[src/gsd_pkg.sv]
// Types and constants of the gaze saccade detector.
// No dependencies; used by every module of the block.
`timescale 1ns / 1ps
`default_nettype none
package gsd_pkg;
   localparam int unsigned COORD_BITS = 24;
   localparam int unsigned TIME_BITS  = 32;
   localparam int unsigned OUT_BITS   = 24;
   localparam int unsigned CSR_BITS   = 4;
   localparam int unsigned VEL_SCALE  = 1000000;
   localparam int unsigned ACC_SCALE  = 2000000;

   localparam logic [CSR_BITS-1:0] CSR_VELOCITY_LIMIT = 4'd0;
   localparam logic [CSR_BITS-1:0] CSR_ACCEL_LIMIT    = 4'd1;

   localparam logic [1:0] PH_V1  = 2'd0;
   localparam logic [1:0] PH_V2  = 2'd1;
   localparam logic [1:0] PH_ACC = 2'd2;

   typedef struct packed {
      logic                  clear;
      logic [COORD_BITS-1:0] ax;
      logic [COORD_BITS-1:0] ay;
      logic [COORD_BITS-1:0] bx;
      logic [COORD_BITS-1:0] by;
      logic [COORD_BITS-1:0] cx;
      logic [COORD_BITS-1:0] cy;
      logic [TIME_BITS-1:0]  dt1;
      logic [TIME_BITS-1:0]  dt2;
      logic [OUT_BITS-1:0]   index;
   } job_type;

   typedef struct packed {
      logic    push;
      logic    pop;
      job_type job;
   } queue_ctl_type;

   typedef enum logic [3:0] {
      B_IDLE, B_SQX, B_SQY, B_ROOT, B_SCALE, B_DIVSET, B_DIV, B_DIVEND,
      B_ACCEL, B_DECIDE, B_OUT
   } back_state_type;
endpackage
`default_nettype wire

[src/gaze_saccade_detector.sv]
// Top level of the gaze saccade detector: limit registers, front end,
// job queue and back end. Uses gsd_pkg, gsd_front, gsd_queue, gsd_back.
`timescale 1ns / 1ps
`default_nettype none
// A sample that forms no window with positive steps queues no job. A
// sample that does queues a job for the back end, whose divides skip their
// bit steps when they saturate. The back end takes the job, then for each
// of the two steps squares the x and y steps, runs the bit-serial square
// root, does a scaling multiply, sets up the divider, runs the
// one-bit-per-cycle divider and stores the speed. Then it divides for the
// acceleration and decides. A flagged sample's result is held until it is
// accepted. The two-entry job queue lets the front end take samples while
// the back end works and a result waits; with both entries taken the front
// end stalls every request.
module gaze_saccade_detector import gsd_pkg::*; #(
   parameter int unsigned INDEX_BITS = 24
) (
   input  wire logic                  clock,
   input  wire logic                  reset,
   input  wire logic                  req_valid,
   output logic                       req_stall,
   input  wire logic [COORD_BITS-1:0] req_sample_x,
   input  wire logic [COORD_BITS-1:0] req_sample_y,
   input  wire logic [TIME_BITS-1:0]  req_sample_time_us,
   input  wire logic                  req_new_sequence,
   output logic                       rsp_valid,
   input  wire logic                  rsp_stall,
   output logic [OUT_BITS-1:0]        rsp_saccade_index,
   output logic [OUT_BITS-1:0]        rsp_saccade_total,
   input  wire logic                  csr_write_enable,
   input  wire logic [CSR_BITS-1:0]   csr_index,
   input  wire logic [31:0]           csr_wdata
);
   logic [31:0]   velocity_limit_ff, acceleration_limit_ff;
   queue_ctl_type qctl;
   logic          queue_full, head_valid, queue_push, queue_pop;
   job_type       head, queue_job;

   assign qctl.push = queue_push;
   assign qctl.pop  = queue_pop;
   assign qctl.job  = queue_job;

   always_ff @(posedge clock) begin
      if (reset) begin
         velocity_limit_ff     <= 32'd19660800;
         acceleration_limit_ff <= 32'd32768000;
      end else if (csr_write_enable) begin
         case (csr_index)
            CSR_VELOCITY_LIMIT: velocity_limit_ff     <= csr_wdata;
            CSR_ACCEL_LIMIT:    acceleration_limit_ff <= csr_wdata;
            default: ;
         endcase
      end
   end

   gsd_front #(.INDEX_BITS(INDEX_BITS)) u_front (
      .clock, .reset, .req_valid, .req_stall, .req_sample_x, .req_sample_y,
      .req_sample_time_us, .req_new_sequence, .queue_full,
      .push(queue_push), .push_job(queue_job)
   );

   gsd_queue u_queue (
      .clock, .reset, .ctl(qctl), .full(queue_full), .head_valid, .head
   );

   gsd_back u_back (
      .clock, .reset, .job_valid(head_valid), .job(head), .job_pop(queue_pop),
      .velocity_limit(velocity_limit_ff), .acceleration_limit(acceleration_limit_ff),
      .rsp_valid, .rsp_stall, .rsp_saccade_index, .rsp_saccade_total
   );
endmodule
`default_nettype wire

[src/gsd_front.sv]
// Front end: takes gaze samples, keeps the window and the sample index,
// and queues a job for each window with positive steps. Uses gsd_pkg.
`timescale 1ns / 1ps
`default_nettype none
module gsd_front import gsd_pkg::*; #(
   parameter int unsigned INDEX_BITS = 24
) (
   input  wire logic                  clock,
   input  wire logic                  reset,
   input  wire logic                  req_valid,
   output logic                       req_stall,
   input  wire logic [COORD_BITS-1:0] req_sample_x,
   input  wire logic [COORD_BITS-1:0] req_sample_y,
   input  wire logic [TIME_BITS-1:0]  req_sample_time_us,
   input  wire logic                  req_new_sequence,
   input  wire logic                  queue_full,
   output logic                       push,
   output job_type                    push_job
);
   logic [COORD_BITS-1:0] older_x_ff, older_y_ff, middle_x_ff, middle_y_ff;
   logic [TIME_BITS-1:0]  older_time_ff, middle_time_ff;
   logic [1:0]            held_ff, held_eff;
   logic [INDEX_BITS-1:0] counter_ff, counter_eff, mid_index;
   logic [31:0]           mid_wide;
   logic                  pending_ff, pending_in, accept, window;

   assign req_stall   = queue_full;
   assign accept      = req_valid && !req_stall;
   assign held_eff    = req_new_sequence ? 2'd0 : held_ff;
   assign counter_eff = req_new_sequence ? '0 : counter_ff;
   assign window      = (held_eff == 2'd2) && (middle_time_ff > older_time_ff)
                        && (req_sample_time_us > middle_time_ff);
   assign push        = accept && window;
   assign mid_index   = counter_eff - INDEX_BITS'(1);
   assign mid_wide    = 32'(mid_index);

   always_comb begin
      push_job.clear = pending_ff || req_new_sequence;
      push_job.ax    = older_x_ff;
      push_job.ay    = older_y_ff;
      push_job.bx    = middle_x_ff;
      push_job.by    = middle_y_ff;
      push_job.cx    = req_sample_x;
      push_job.cy    = req_sample_y;
      push_job.dt1   = middle_time_ff - older_time_ff;
      push_job.dt2   = req_sample_time_us - middle_time_ff;
      push_job.index = mid_wide[OUT_BITS-1:0];
      pending_in     = pending_ff;
      if (req_new_sequence) begin
         pending_in = 1'b1;
      end else if (push) begin
         pending_in = 1'b0;
      end
   end

   always_ff @(posedge clock) begin
      if (reset) begin
         held_ff        <= 2'd0;
         counter_ff     <= '0;
         pending_ff     <= 1'b0;
         older_x_ff     <= '0;
         older_y_ff     <= '0;
         older_time_ff  <= '0;
         middle_x_ff    <= '0;
         middle_y_ff    <= '0;
         middle_time_ff <= '0;
      end else if (accept) begin
         held_ff        <= (held_eff == 2'd2) ? 2'd2 : held_eff + 2'd1;
         counter_ff     <= counter_eff + INDEX_BITS'(1);
         pending_ff     <= pending_in;
         older_x_ff     <= middle_x_ff;
         older_y_ff     <= middle_y_ff;
         older_time_ff  <= middle_time_ff;
         middle_x_ff    <= req_sample_x;
         middle_y_ff    <= req_sample_y;
         middle_time_ff <= req_sample_time_us;
      end
   end
endmodule
`default_nettype wire

[src/gsd_queue.sv]
// Two-entry job queue between front and back end. Uses gsd_pkg.
`timescale 1ns / 1ps
`default_nettype none
module gsd_queue import gsd_pkg::*; (
   input  wire logic          clock,
   input  wire logic          reset,
   input  wire queue_ctl_type ctl,
   output logic              full,
   output logic              head_valid,
   output job_type           head
);
   job_type    entry_ff [2];
   logic       wr_ff, rd_ff;
   logic [1:0] fill_ff;

   assign full       = (fill_ff == 2'd2);
   assign head_valid = (fill_ff != 2'd0);
   assign head       = entry_ff[rd_ff];

   always_ff @(posedge clock) begin
      if (ctl.push) begin
         entry_ff[wr_ff] <= ctl.job;
      end
   end

   always_ff @(posedge clock) begin
      if (reset) begin
         wr_ff   <= 1'b0;
         rd_ff   <= 1'b0;
         fill_ff <= 2'd0;
      end else begin
         if (ctl.push) wr_ff <= !wr_ff;
         if (ctl.pop)  rd_ff <= !rd_ff;
         case ({ctl.push, ctl.pop})
            2'b10:   fill_ff <= fill_ff + 2'd1;
            2'b01:   fill_ff <= fill_ff - 2'd1;
            default: fill_ff <= fill_ff;
         endcase
      end
   end
endmodule
`default_nettype wire

[src/gsd_back.sv]
// Back end: bit-serial square root and shared serial divider work out the
// speeds and acceleration of one window and emit saccades. Uses gsd_pkg.
`timescale 1ns / 1ps
`default_nettype none
module gsd_back import gsd_pkg::*; (
   input  wire logic                clock,
   input  wire logic                reset,
   input  wire logic                job_valid,
   input  wire job_type             job,
   output logic                     job_pop,
   input  wire logic [31:0]         velocity_limit,
   input  wire logic [31:0]         acceleration_limit,
   output logic                     rsp_valid,
   input  wire logic                rsp_stall,
   output logic [OUT_BITS-1:0]      rsp_saccade_index,
   output logic [OUT_BITS-1:0]      rsp_saccade_total
);
   back_state_type state_ff, state_in;
   job_type        job_ff;
   logic [1:0]     phase_ff, phase_in;
   logic [49:0]    rad_ff, rad_in, root_ff, root_in, bit_ff, bit_in;
   logic [63:0]    num_ff, num_in;
   logic [33:0]    rem_ff, rem_in, trial;
   logic [32:0]    den_ff, den_in;
   logic           sat_ff, sat_in, ge, hit;
   logic [4:0]     cnt_ff, cnt_in;
   logic [31:0]    v1_ff, v1_in, v2_ff, v2_in, quo, dv;
   logic [OUT_BITS-1:0] count_ff, count_in, base;
   logic [COORD_BITS-1:0] p, q;
   logic signed [24:0] diff;
   logic [24:0]    mag;
   logic [49:0]    square;
   logic [50:0]    rb;

   assign rsp_valid = (state_ff == B_OUT);

   always_comb begin
      if (phase_ff == PH_V1) begin
         p = (state_ff == B_SQX) ? job_ff.ax : job_ff.ay;
         q = (state_ff == B_SQX) ? job_ff.bx : job_ff.by;
      end else begin
         p = (state_ff == B_SQX) ? job_ff.bx : job_ff.by;
         q = (state_ff == B_SQX) ? job_ff.cx : job_ff.cy;
      end
      diff   = $signed({q[COORD_BITS-1], q}) - $signed({p[COORD_BITS-1], p});
      mag    = diff[24] ? 25'(-diff) : 25'(diff);
      square = 50'(mag) * 50'(mag);
      rb     = {1'b0, root_ff} + {1'b0, bit_ff};
      trial  = {rem_ff[32:0], num_ff[31]};
      ge     = trial >= {1'b0, den_ff};
      quo    = sat_ff ? 32'hFFFF_FFFF : num_ff[31:0];
      dv     = (v2_ff > v1_ff) ? v2_ff - v1_ff : v1_ff - v2_ff;
      hit    = (v1_ff > velocity_limit) || (v2_ff > velocity_limit)
               || (quo > acceleration_limit);
      base   = job_ff.clear ? '0 : count_ff;

      state_in = state_ff;
      phase_in = phase_ff;
      rad_in   = rad_ff;
      root_in  = root_ff;
      bit_in   = bit_ff;
      num_in   = num_ff;
      rem_in   = rem_ff;
      den_in   = den_ff;
      sat_in   = sat_ff;
      cnt_in   = cnt_ff;
      v1_in    = v1_ff;
      v2_in    = v2_ff;
      count_in = count_ff;
      job_pop  = 1'b0;

      case (state_ff)
         B_IDLE: begin
            if (job_valid) begin
               job_pop  = 1'b1;
               phase_in = PH_V1;
               state_in = B_SQX;
            end
         end
         B_SQX: begin
            rad_in   = square;
            state_in = B_SQY;
         end
         B_SQY: begin
            rad_in   = rad_ff + square;
            root_in  = '0;
            bit_in   = 50'd1 << 48;
            state_in = B_ROOT;
         end
         B_ROOT: begin
            if ({14'd0, rad_ff} >= 64'(rb)) begin
               rad_in  = rad_ff - rb[49:0];
               root_in = (root_ff >> 1) + bit_ff;
            end else begin
               root_in = root_ff >> 1;
            end
            bit_in = bit_ff >> 2;
            if (bit_ff[0]) state_in = B_SCALE;
         end
         B_SCALE: begin
            num_in   = 64'(root_ff[24:0]) * 64'(VEL_SCALE);
            den_in   = (phase_ff == PH_V1) ? {1'b0, job_ff.dt1} : {1'b0, job_ff.dt2};
            state_in = B_DIVSET;
         end
         B_ACCEL: begin
            num_in   = 64'(dv) * 64'(ACC_SCALE);
            den_in   = {1'b0, job_ff.dt1} + {1'b0, job_ff.dt2};
            phase_in = PH_ACC;
            state_in = B_DIVSET;
         end
         B_DIVSET: begin
            sat_in   = {1'b0, num_ff[63:32]} >= den_ff;
            rem_in   = {2'd0, num_ff[63:32]};
            cnt_in   = 5'd31;
            state_in = sat_in ? B_DIVEND : B_DIV;
         end
         B_DIV: begin
            rem_in        = ge ? trial - {1'b0, den_ff} : trial;
            num_in[31:0]  = {num_ff[30:0], ge};
            cnt_in        = cnt_ff - 5'd1;
            if (cnt_ff == 5'd0) state_in = B_DIVEND;
         end
         B_DIVEND: begin
            case (phase_ff)
               PH_V1: begin
                  v1_in    = quo;
                  phase_in = PH_V2;
                  state_in = B_SQX;
               end
               PH_V2: begin
                  v2_in    = quo;
                  state_in = B_ACCEL;
               end
               default: state_in = B_DECIDE;
            endcase
         end
         B_DECIDE: begin
            count_in = base;
            state_in = B_IDLE;
            if (hit) begin
               if (base != '1) count_in = base + OUT_BITS'(1);
               state_in = B_OUT;
            end
         end
         B_OUT: begin
            if (!rsp_stall) state_in = B_IDLE;
         end
         default: state_in = B_IDLE;
      endcase
   end

   always_ff @(posedge clock) begin
      if (reset) begin
         state_ff <= B_IDLE;
         count_ff <= '0;
      end else begin
         state_ff <= state_in;
         count_ff <= count_in;
      end
   end

   always_ff @(posedge clock) begin
      if (job_pop) job_ff <= job;
      phase_ff <= phase_in;
      rad_ff   <= rad_in;
      root_ff  <= root_in;
      bit_ff   <= bit_in;
      num_ff   <= num_in;
      rem_ff   <= rem_in;
      den_ff   <= den_in;
      sat_ff   <= sat_in;
      cnt_ff   <= cnt_in;
      v1_ff    <= v1_in;
      v2_ff    <= v2_in;
      if (state_ff == B_DECIDE) begin
         rsp_saccade_index <= job_ff.index;
         rsp_saccade_total <= count_in;
      end
   end
endmodule
`default_nettype wire

[config.mk]
export PLATFORM = sky130hd
export DESIGN_NAME = gaze_saccade_detector
export DESIGN_NICKNAME = d
export VERILOG_FILES = /design/src/gsd_pkg.sv /design/src/gaze_saccade_detector.sv /design/src/gsd_front.sv /design/src/gsd_queue.sv /design/src/gsd_back.sv
export SDC_FILE = /design/constraint.sdc
export NUM_CORES = 2
export LEC_CHECK = 0
export ABC_AREA = 1
export CORE_ASPECT_RATIO = 1.2
export CORE_MARGIN = 4
export CORE_UTILIZATION = 50
export CTS_BUF_LIST = sky130_fd_sc_hd__clkbuf_4 sky130_fd_sc_hd__clkbuf_8
export DETAILED_ROUTE_END_ITERATION = 8
export DONT_BUFFER_PORTS = 1
export PLACE_DENSITY_LB_ADDON = 0.25
export SLEW_MARGIN = 20
export SYNTH_ARGS = -nofsm -noshare
export SYNTH_HDL_FRONTEND = slang
export SYNTH_HIERARCHICAL = 1
export SYNTH_SLANG_ARGS = --single-unit
[constraint.sdc]
create_clock -name clock -period 15.3 [get_ports clock]
set_input_delay 1.53 -clock clock [delete_from_list [all_inputs] [get_ports clock]]
set_output_delay 1.53 -clock clock [all_outputs]
set_load 0.03 [all_outputs]
# Word level (Yosys, flattened, before mapping)
# Memories as Yosys holds them, arrays and structs flattened. A register that Yosys moved wholly into a read port is not among the register bits.
# Cells that the tools add are included.
# W data, S select, Z words.
[totals] ramBits=466 reg_bits=683 wordCells=162 input_bits=122 out_inout_bits=50 mem_count=1
[classes] order_cmp=9 mux=45 reduce_logical=32 addsub=19 mul=3 n_eq_ne=23
[mem_list] name="u_queue.entry_ff" words=2 width=233 rd=1 rd_ports_with_merged_regs=1 write_ports=1 line="gsd_queue.sv:12" rtl="job_type entry_ff [2];"
[ops] cell="$mux W24" count=10
[ops] cell="$pmux W50 S2" count=2
[ops] cell="$gt A32 B32 Y1" count=6
[ops] cell="$pmux W50 S3" count=1
[ops] cell="$pmux W33 S2" count=2
[ops] cell="$sub A32 B32 Y32" count=4
[ops] cell="$mux W50" count=2
[ops] cell="$mux W32" count=3
[ops] cell="$pmux W32 S3" count=1
[ops] cell="$pmux W32 S2" count=1
[ops] cell="$add A50 B50 Y51" count=1
[ops] cell="$ge A50 B51 Y1" count=1
[ops] cell="$add A49 B50 Y50" count=1
[ops] cell="$add A50 B50 Y50" count=1
[ops] cell="$mul A25 B25 Y50" count=1
[ops] cell="$sub A50 B50 Y50" count=1
[ops] cell="$add A24 B1 Y24 const B" count=2
[ops] cell="$mul A32 B14 Y46 const B" count=1
[ops] cell="$pmux W4 S10" count=1
[ops] cell="$mul A25 B14 Y39 const B" count=1
[ops] cell="$ge A34 B33 Y1" count=1
[ops] cell="$add A32 B32 Y33" count=1
[ops] cell="$ge A32 B33 Y1" count=1
[ops] cell="$mux W33" count=1
[ops] cell="other kinds (36)" count=84

# Depth between registers and ports, before layout
[depth] word_depth=9 depth_mapped=80 depth_no_buf=79

# Hierarchy
# Netlist, hierarchy kept.
[by_module_without_submodules] module="gsd_back" area_per_inst_um2=78552.8 cells_each=9907 seq_area_each_um2=18487.7 n_inst=1
[by_module_without_submodules] module="gsd_queue" area_per_inst_um2=17735.8 cells_each=758 seq_area_each_um2=14093.5 n_inst=1
[by_module_without_submodules] module="gsd_front" area_per_inst_um2=12042.8 cells_each=1824 seq_area_each_um2=3743.6 n_inst=1
[by_module_without_submodules] module="gaze_saccade_detector" area_per_inst_um2=2992.9 cells_each=439 seq_area_each_um2=1281.2 n_inst=1

# Worst setup path after synthesis
# No wires, ideal clock.
[synth_timing] kind="input-to-reg" from="input req_sample_time_us[0]" to="memory u_queue/entry_ff[0][0] (netlist bit), enable pin" setup_slack_ps=1726 cell_stages=16 arrival_ps=12739 required_time_ps=14465 setup_ps=835 path_buffers=0 cell_sequence="inv_1 ha_1 fa_1 inv_1 nand2_1 nand2_1 nand3_1 nand2_1 nand2_1 nand2_1 nand2_1 nand2_1 nand3_1 inv_1 inv_1 nor2_1"
[synth_between] elab_chain_cells=5
[synth_rtl] element="start: declaration" line="gaze_saccade_detector.sv:24" rtl="input wire logic [TIME_BITS-1:0] req_sample_time_us,"
[synth_rtl] element="$gt A32 B32 Y1" line="gsd_front.sv:32" rtl="&& (req_sample_time_us > middle_time_ff);"
[synth_rtl] element="$logic_and A1 B1 Y1" line="gsd_front.sv:32"
[synth_rtl] element="$logic_and A1 B1 Y1" line="gsd_front.sv:33" rtl="assign push = accept && window;"
[synth_rtl] element="via queue_push" line="gaze_saccade_detector.sv:36" rtl="logic queue_full, head_valid, queue_push, queue_pop;"
[synth_rtl] element="$mux W1" line="gsd_queue.sv:21" rtl="if (ctl.push) begin"
[synth_rtl] element="$mux W1 (not written as such)" line="gsd_queue.sv:22" rtl="entry_ff[wr_ff] <= ctl.job;"
[synth_rtl] element="end: declaration" line="gsd_queue.sv:12"
# The timed path passes the listed nets, and every way through them passes these cells.

# Worst setup path after layout
[layout_timing] from="register u_back.state_ff[1]" to="register u_back.rad_ff[48] (data pin)"
[layout_between] elab_chain_cells=9 elab_cells_between_ends=14 cone_classes="add/sub: 3; mul: 1; eq/ne: 3; mux: 7"
[layout_rtl] element="start: declaration" line="gsd_back.sv:18" rtl="back_state_type state_ff, state_in;"
[layout_rtl] element="start signal: assignment" line="gsd_back.sv:157" rtl="state_ff <= state_in;"
[layout_rtl] element="$eq A4 B1 Y1"
[layout_rtl] element="$mux W24 (on tied branches)"
[layout_rtl] element="$mux W24" line="gsd_back.sv:38" rtl="if (phase_ff == PH_V1) begin"
[layout_rtl] element="$sub A24 B24 Y25" line="gsd_back.sv:45" rtl="diff = $signed({q[COORD_BITS-1], q}) - $signed({p[COORD_BITS-1], p});"
[layout_rtl] element="$neg A25 Y25" line="gsd_back.sv:46" rtl="mag = diff[24] ? 25'(-diff) : 25'(diff);"
[layout_rtl] element="$mux W25" line="gsd_back.sv:46"
[layout_rtl] element="$mul A25 B25 Y50" line="gsd_back.sv:47" rtl="square = 50'(mag) * 50'(mag);"
[layout_rtl] element="$add A50 B50 Y50" line="gsd_back.sv:85" rtl="rad_in = rad_ff + square;"
[layout_rtl] element="$pmux W50 S3 (*)" line="gsd_back.sv:72" rtl="case (state_ff)"
[layout_rtl] element="via u_back.rad_in[48]" line="gsd_back.sv:21" rtl="logic [49:0] rad_ff, rad_in, root_ff, root_in, bit_ff, bit_in;"
[layout_rtl] element="end signal: assignment" line="gsd_back.sv:165" rtl="rad_ff <= rad_in;"
[layout_rtl] element="end: declaration" line="gsd_back.sv:21"
# Mark *: on every way through the listed nets, which the timed path passes. The rest lies on a longest branch.
# A chain may end at the register's enable or synchronous reset.

==> results.md <==
* Worst-path clk slew at 70 ps
* First-pass GRT wire length at 516 mm
* Synth Instances at 12900
* Synth Warn # at 6
* Commonest cells post-synth: nand2_1, inv_1, nor2_1
* Max Cap Violations at 0
* Mapped Area at 0.111 mm^2
* Detailed router's first-iteration violation count at 6442
* Hold_sp: u_back/job_ff[8]
* Setup CP Type: register to register
* Final net count at 14700
* CTS tree: done
* Crit-path slowest cell: fa_1
* Clock Skew at 104 ps
* GR Layer Usage met2 at 49.9%
* Final Hold Vio Count at 0
* Avg Vias per Cell at 5.49
* Die area at 0.230 mm^2
* Die Span Y at 525 um
* Slew @ Worst Pin at 1240 ps
* GRT Util Overall at 28.5%
* Slew Viols, Final at 0
* Met3 GRT Util at 4.61%
* Area Overhead vs Synth at 6.92%
* Initial core utilization at 50.3%
* Clk Tree Root Cell: clkbuf_8
* Sequential area share after synthesis at 33.8%
* Synth area leader: edfxtp_1
* Clk sinks at 1347
* Final GP Congestion at 1.01
* WP data required at 15950 ps
* Antenna violations before repair at 8
* Worst Setup SP: u_back/state_ff[1]
* Skew-Pair Late Insertion Delay at 990 ps
* Fraction of registers with async set/reset at 0%
* Relative slew slack at 16.8%
* I/O Pins at 172
* Post-route ant nets at 0
* Gr busiest metal: met2
* Setup-failing EPs final at 0
* FF+latch count, synth at 1347
* Mean Syn Cell Area at 8.61 um^2
* Tmin final at 14140 ps
* Die X at 439 um
* Routed wire length at 331 mm
* CP Launch Type: register
* Detailed Place HPWL at 263 mm
* RSZ-0062 raised after global routing: false
* Count of different cell masters after synthesis at 87
* Share of cells above drive strength 1 at 7.12%
* Hold Path Class: register to register
* Port Buffers at 0
* DRC violations left at 0
* Crit path DAT at 14790 ps
* Clock buffer depth at 4
* Number of buffers created by CTS at 226
* Vias in the first global route at 90300
* Global route overflow at 0
* R2r startpoint: u_back/state_ff[1]
* Largest net degree at the start of global routing at 109
* Fin crit share at 92.4%
* H-tree depth at 4
* Met1 Use GR at 34.0%
* CP endpoint kind: register
* DRT Pass-1 Iters at 8
* Most common cell in the netlist: nand2_1
* Status: completed
* Post-synth EDFFs at 1063
* WL per Instance at 20.6 um
* CORE AREA at 0.221 mm^2
* Cell mode on critical path: nand2_1
* Largest stage delay, worst path at 550 ps
* Via count at 88200
* Synth area leaders: edfxtp_1, fa_1, ha_1
* Worst Path Max Fanout at 19
* Setup TNS at 0 ps
* Main synth FF type: edfxtp_1
* Row count at 189
* Fmax at 70.7 MHz
* Area share of the largest cell type after synthesis at 28.7%
-- critical path, delay by kind of cell (launching register included) --
family | cells | cell delay, ps
compound gates | 5 | 820
xor+xnor | 2 | 360
buf+inv | 11 | 1320
flops | 1 | 330
fa+ha+maj | 11 | 5030
simple gates | 38 | 5910
-- repair_timing --
action                     4_1_cts  5_1_grt
setup buffers                    0        5
setup endpoints to repair        0       12
resized for setup                0       21
hold buffers                     0        0
hold endpoints to repair         0        0
-- through the flow --
stage | util (%) | area [um^2] | setup WS [ps] | cells | hold WS [ps]
finish | 53.8 | 119000 | 1160 | 16100 | 420
global route | 53.8 | 119000 | 7.36 | 16100 | 429
CTS | 53.7 | 119000 | 527 | 16100 | 420
detailed placement | 51.5 | 114000 | 612 | 15700 | 405
global placement | 51.5 | 114000 | 594 | 15700 | 404
floorplan | - | 111000 | 1730 | 12900 | 400
-- registers in the layout (all words and copies together) (netlist names), 25 cells and up, named ones only --
name	flops
u_queue/entry_ff	466
u_back/job_ff	233
u_back/num_ff	53
u_back/rad_ff	50
u_back/root_ff	50
u_back/den_ff	33
u_back/rem_ff	33
acceleration_limit_ff	32
u_back/v1_ff	32
u_back/v2_ff	32
u_front/middle_time_ff	32
u_front/older_time_ff	32
velocity_limit_ff	32
u_back/bit_ff	25
-- cells by family (layout without fill, tap and decap cells) --
kind of cell / after synthesis / count (layout) / synth area share (%)
multiplexers: 247 / 247 / 3.06
buffers and inverters: 2605 / 2771 / 9.31
AND/OR/NAND/NOR: 4832 / 4832 / 18.1
AO/OA/AOI/OAI: 1868 / 1868 / 9.33
adder cells (fa/ha/maj): 1672 / 1672 / 23.6
other: 2 / 25 / 0.00675
flip-flops: 1347 / 1347 / 33.8
XOR/XNOR: 355 / 355 / 2.81
-- worst paths after layout --
check	slack (ps)	to	cells after the start
min	420	u_back/rsp_saccade_index[8]	0
min reg2reg	420	u_back/rsp_saccade_index[8]	0
max	1160	u_back/rad_ff[48]	67
max reg2reg	1160	u_back/rad_ff[48]	67
-- cells in the final DEF (no fill, tap or decap), types with 55 or more instances in the layout --
cell / n
o21ai_0: 611
mux2_4: 170
nand4_1: 231
edfxtp_1: 1063
nor2_1: 1291
a21o_1: 55
mux2_2: 63
clkbuf_4: 77
dfxtp_1: 283
xnor2_1: 112
xor2_1: 232
clkbuf_8: 244
buf_4: 87
ha_1: 958
nor3_1: 106
fa_1: 714
inv_1: 2219
nand3_1: 424
a31oi_1: 70
nand2_1: 2548
a21oi_1: 809
-- area by class of cell --
class / instances / area, um^2
fill: 20600 / 102000
inverter: 2267 / 8550
clock buffer: 321 / 3940
tap: 2960 / 3700
timing repair buffer: 91 / 718
antenna: 6 / 15.0
clock inverter: 92 / 888
sequential: 1347 / 37600
multi-input combinational: 8993 / 63600
-- per-layer routing --
| layer | vias to the layer above | wire, um |
|---|---|---|
| met5 | - | 23 |
| met1 | 42500 | 130000 |
| li1 | 42200 | - |
| met3 | 740 | 19300 |
| met2 | 2809 | 163000 |
| met4 | 4 | 18700 |
Power is not shown: default switching activity piles up to over one toggle a cycle in this logic, so the estimate is an artifact.
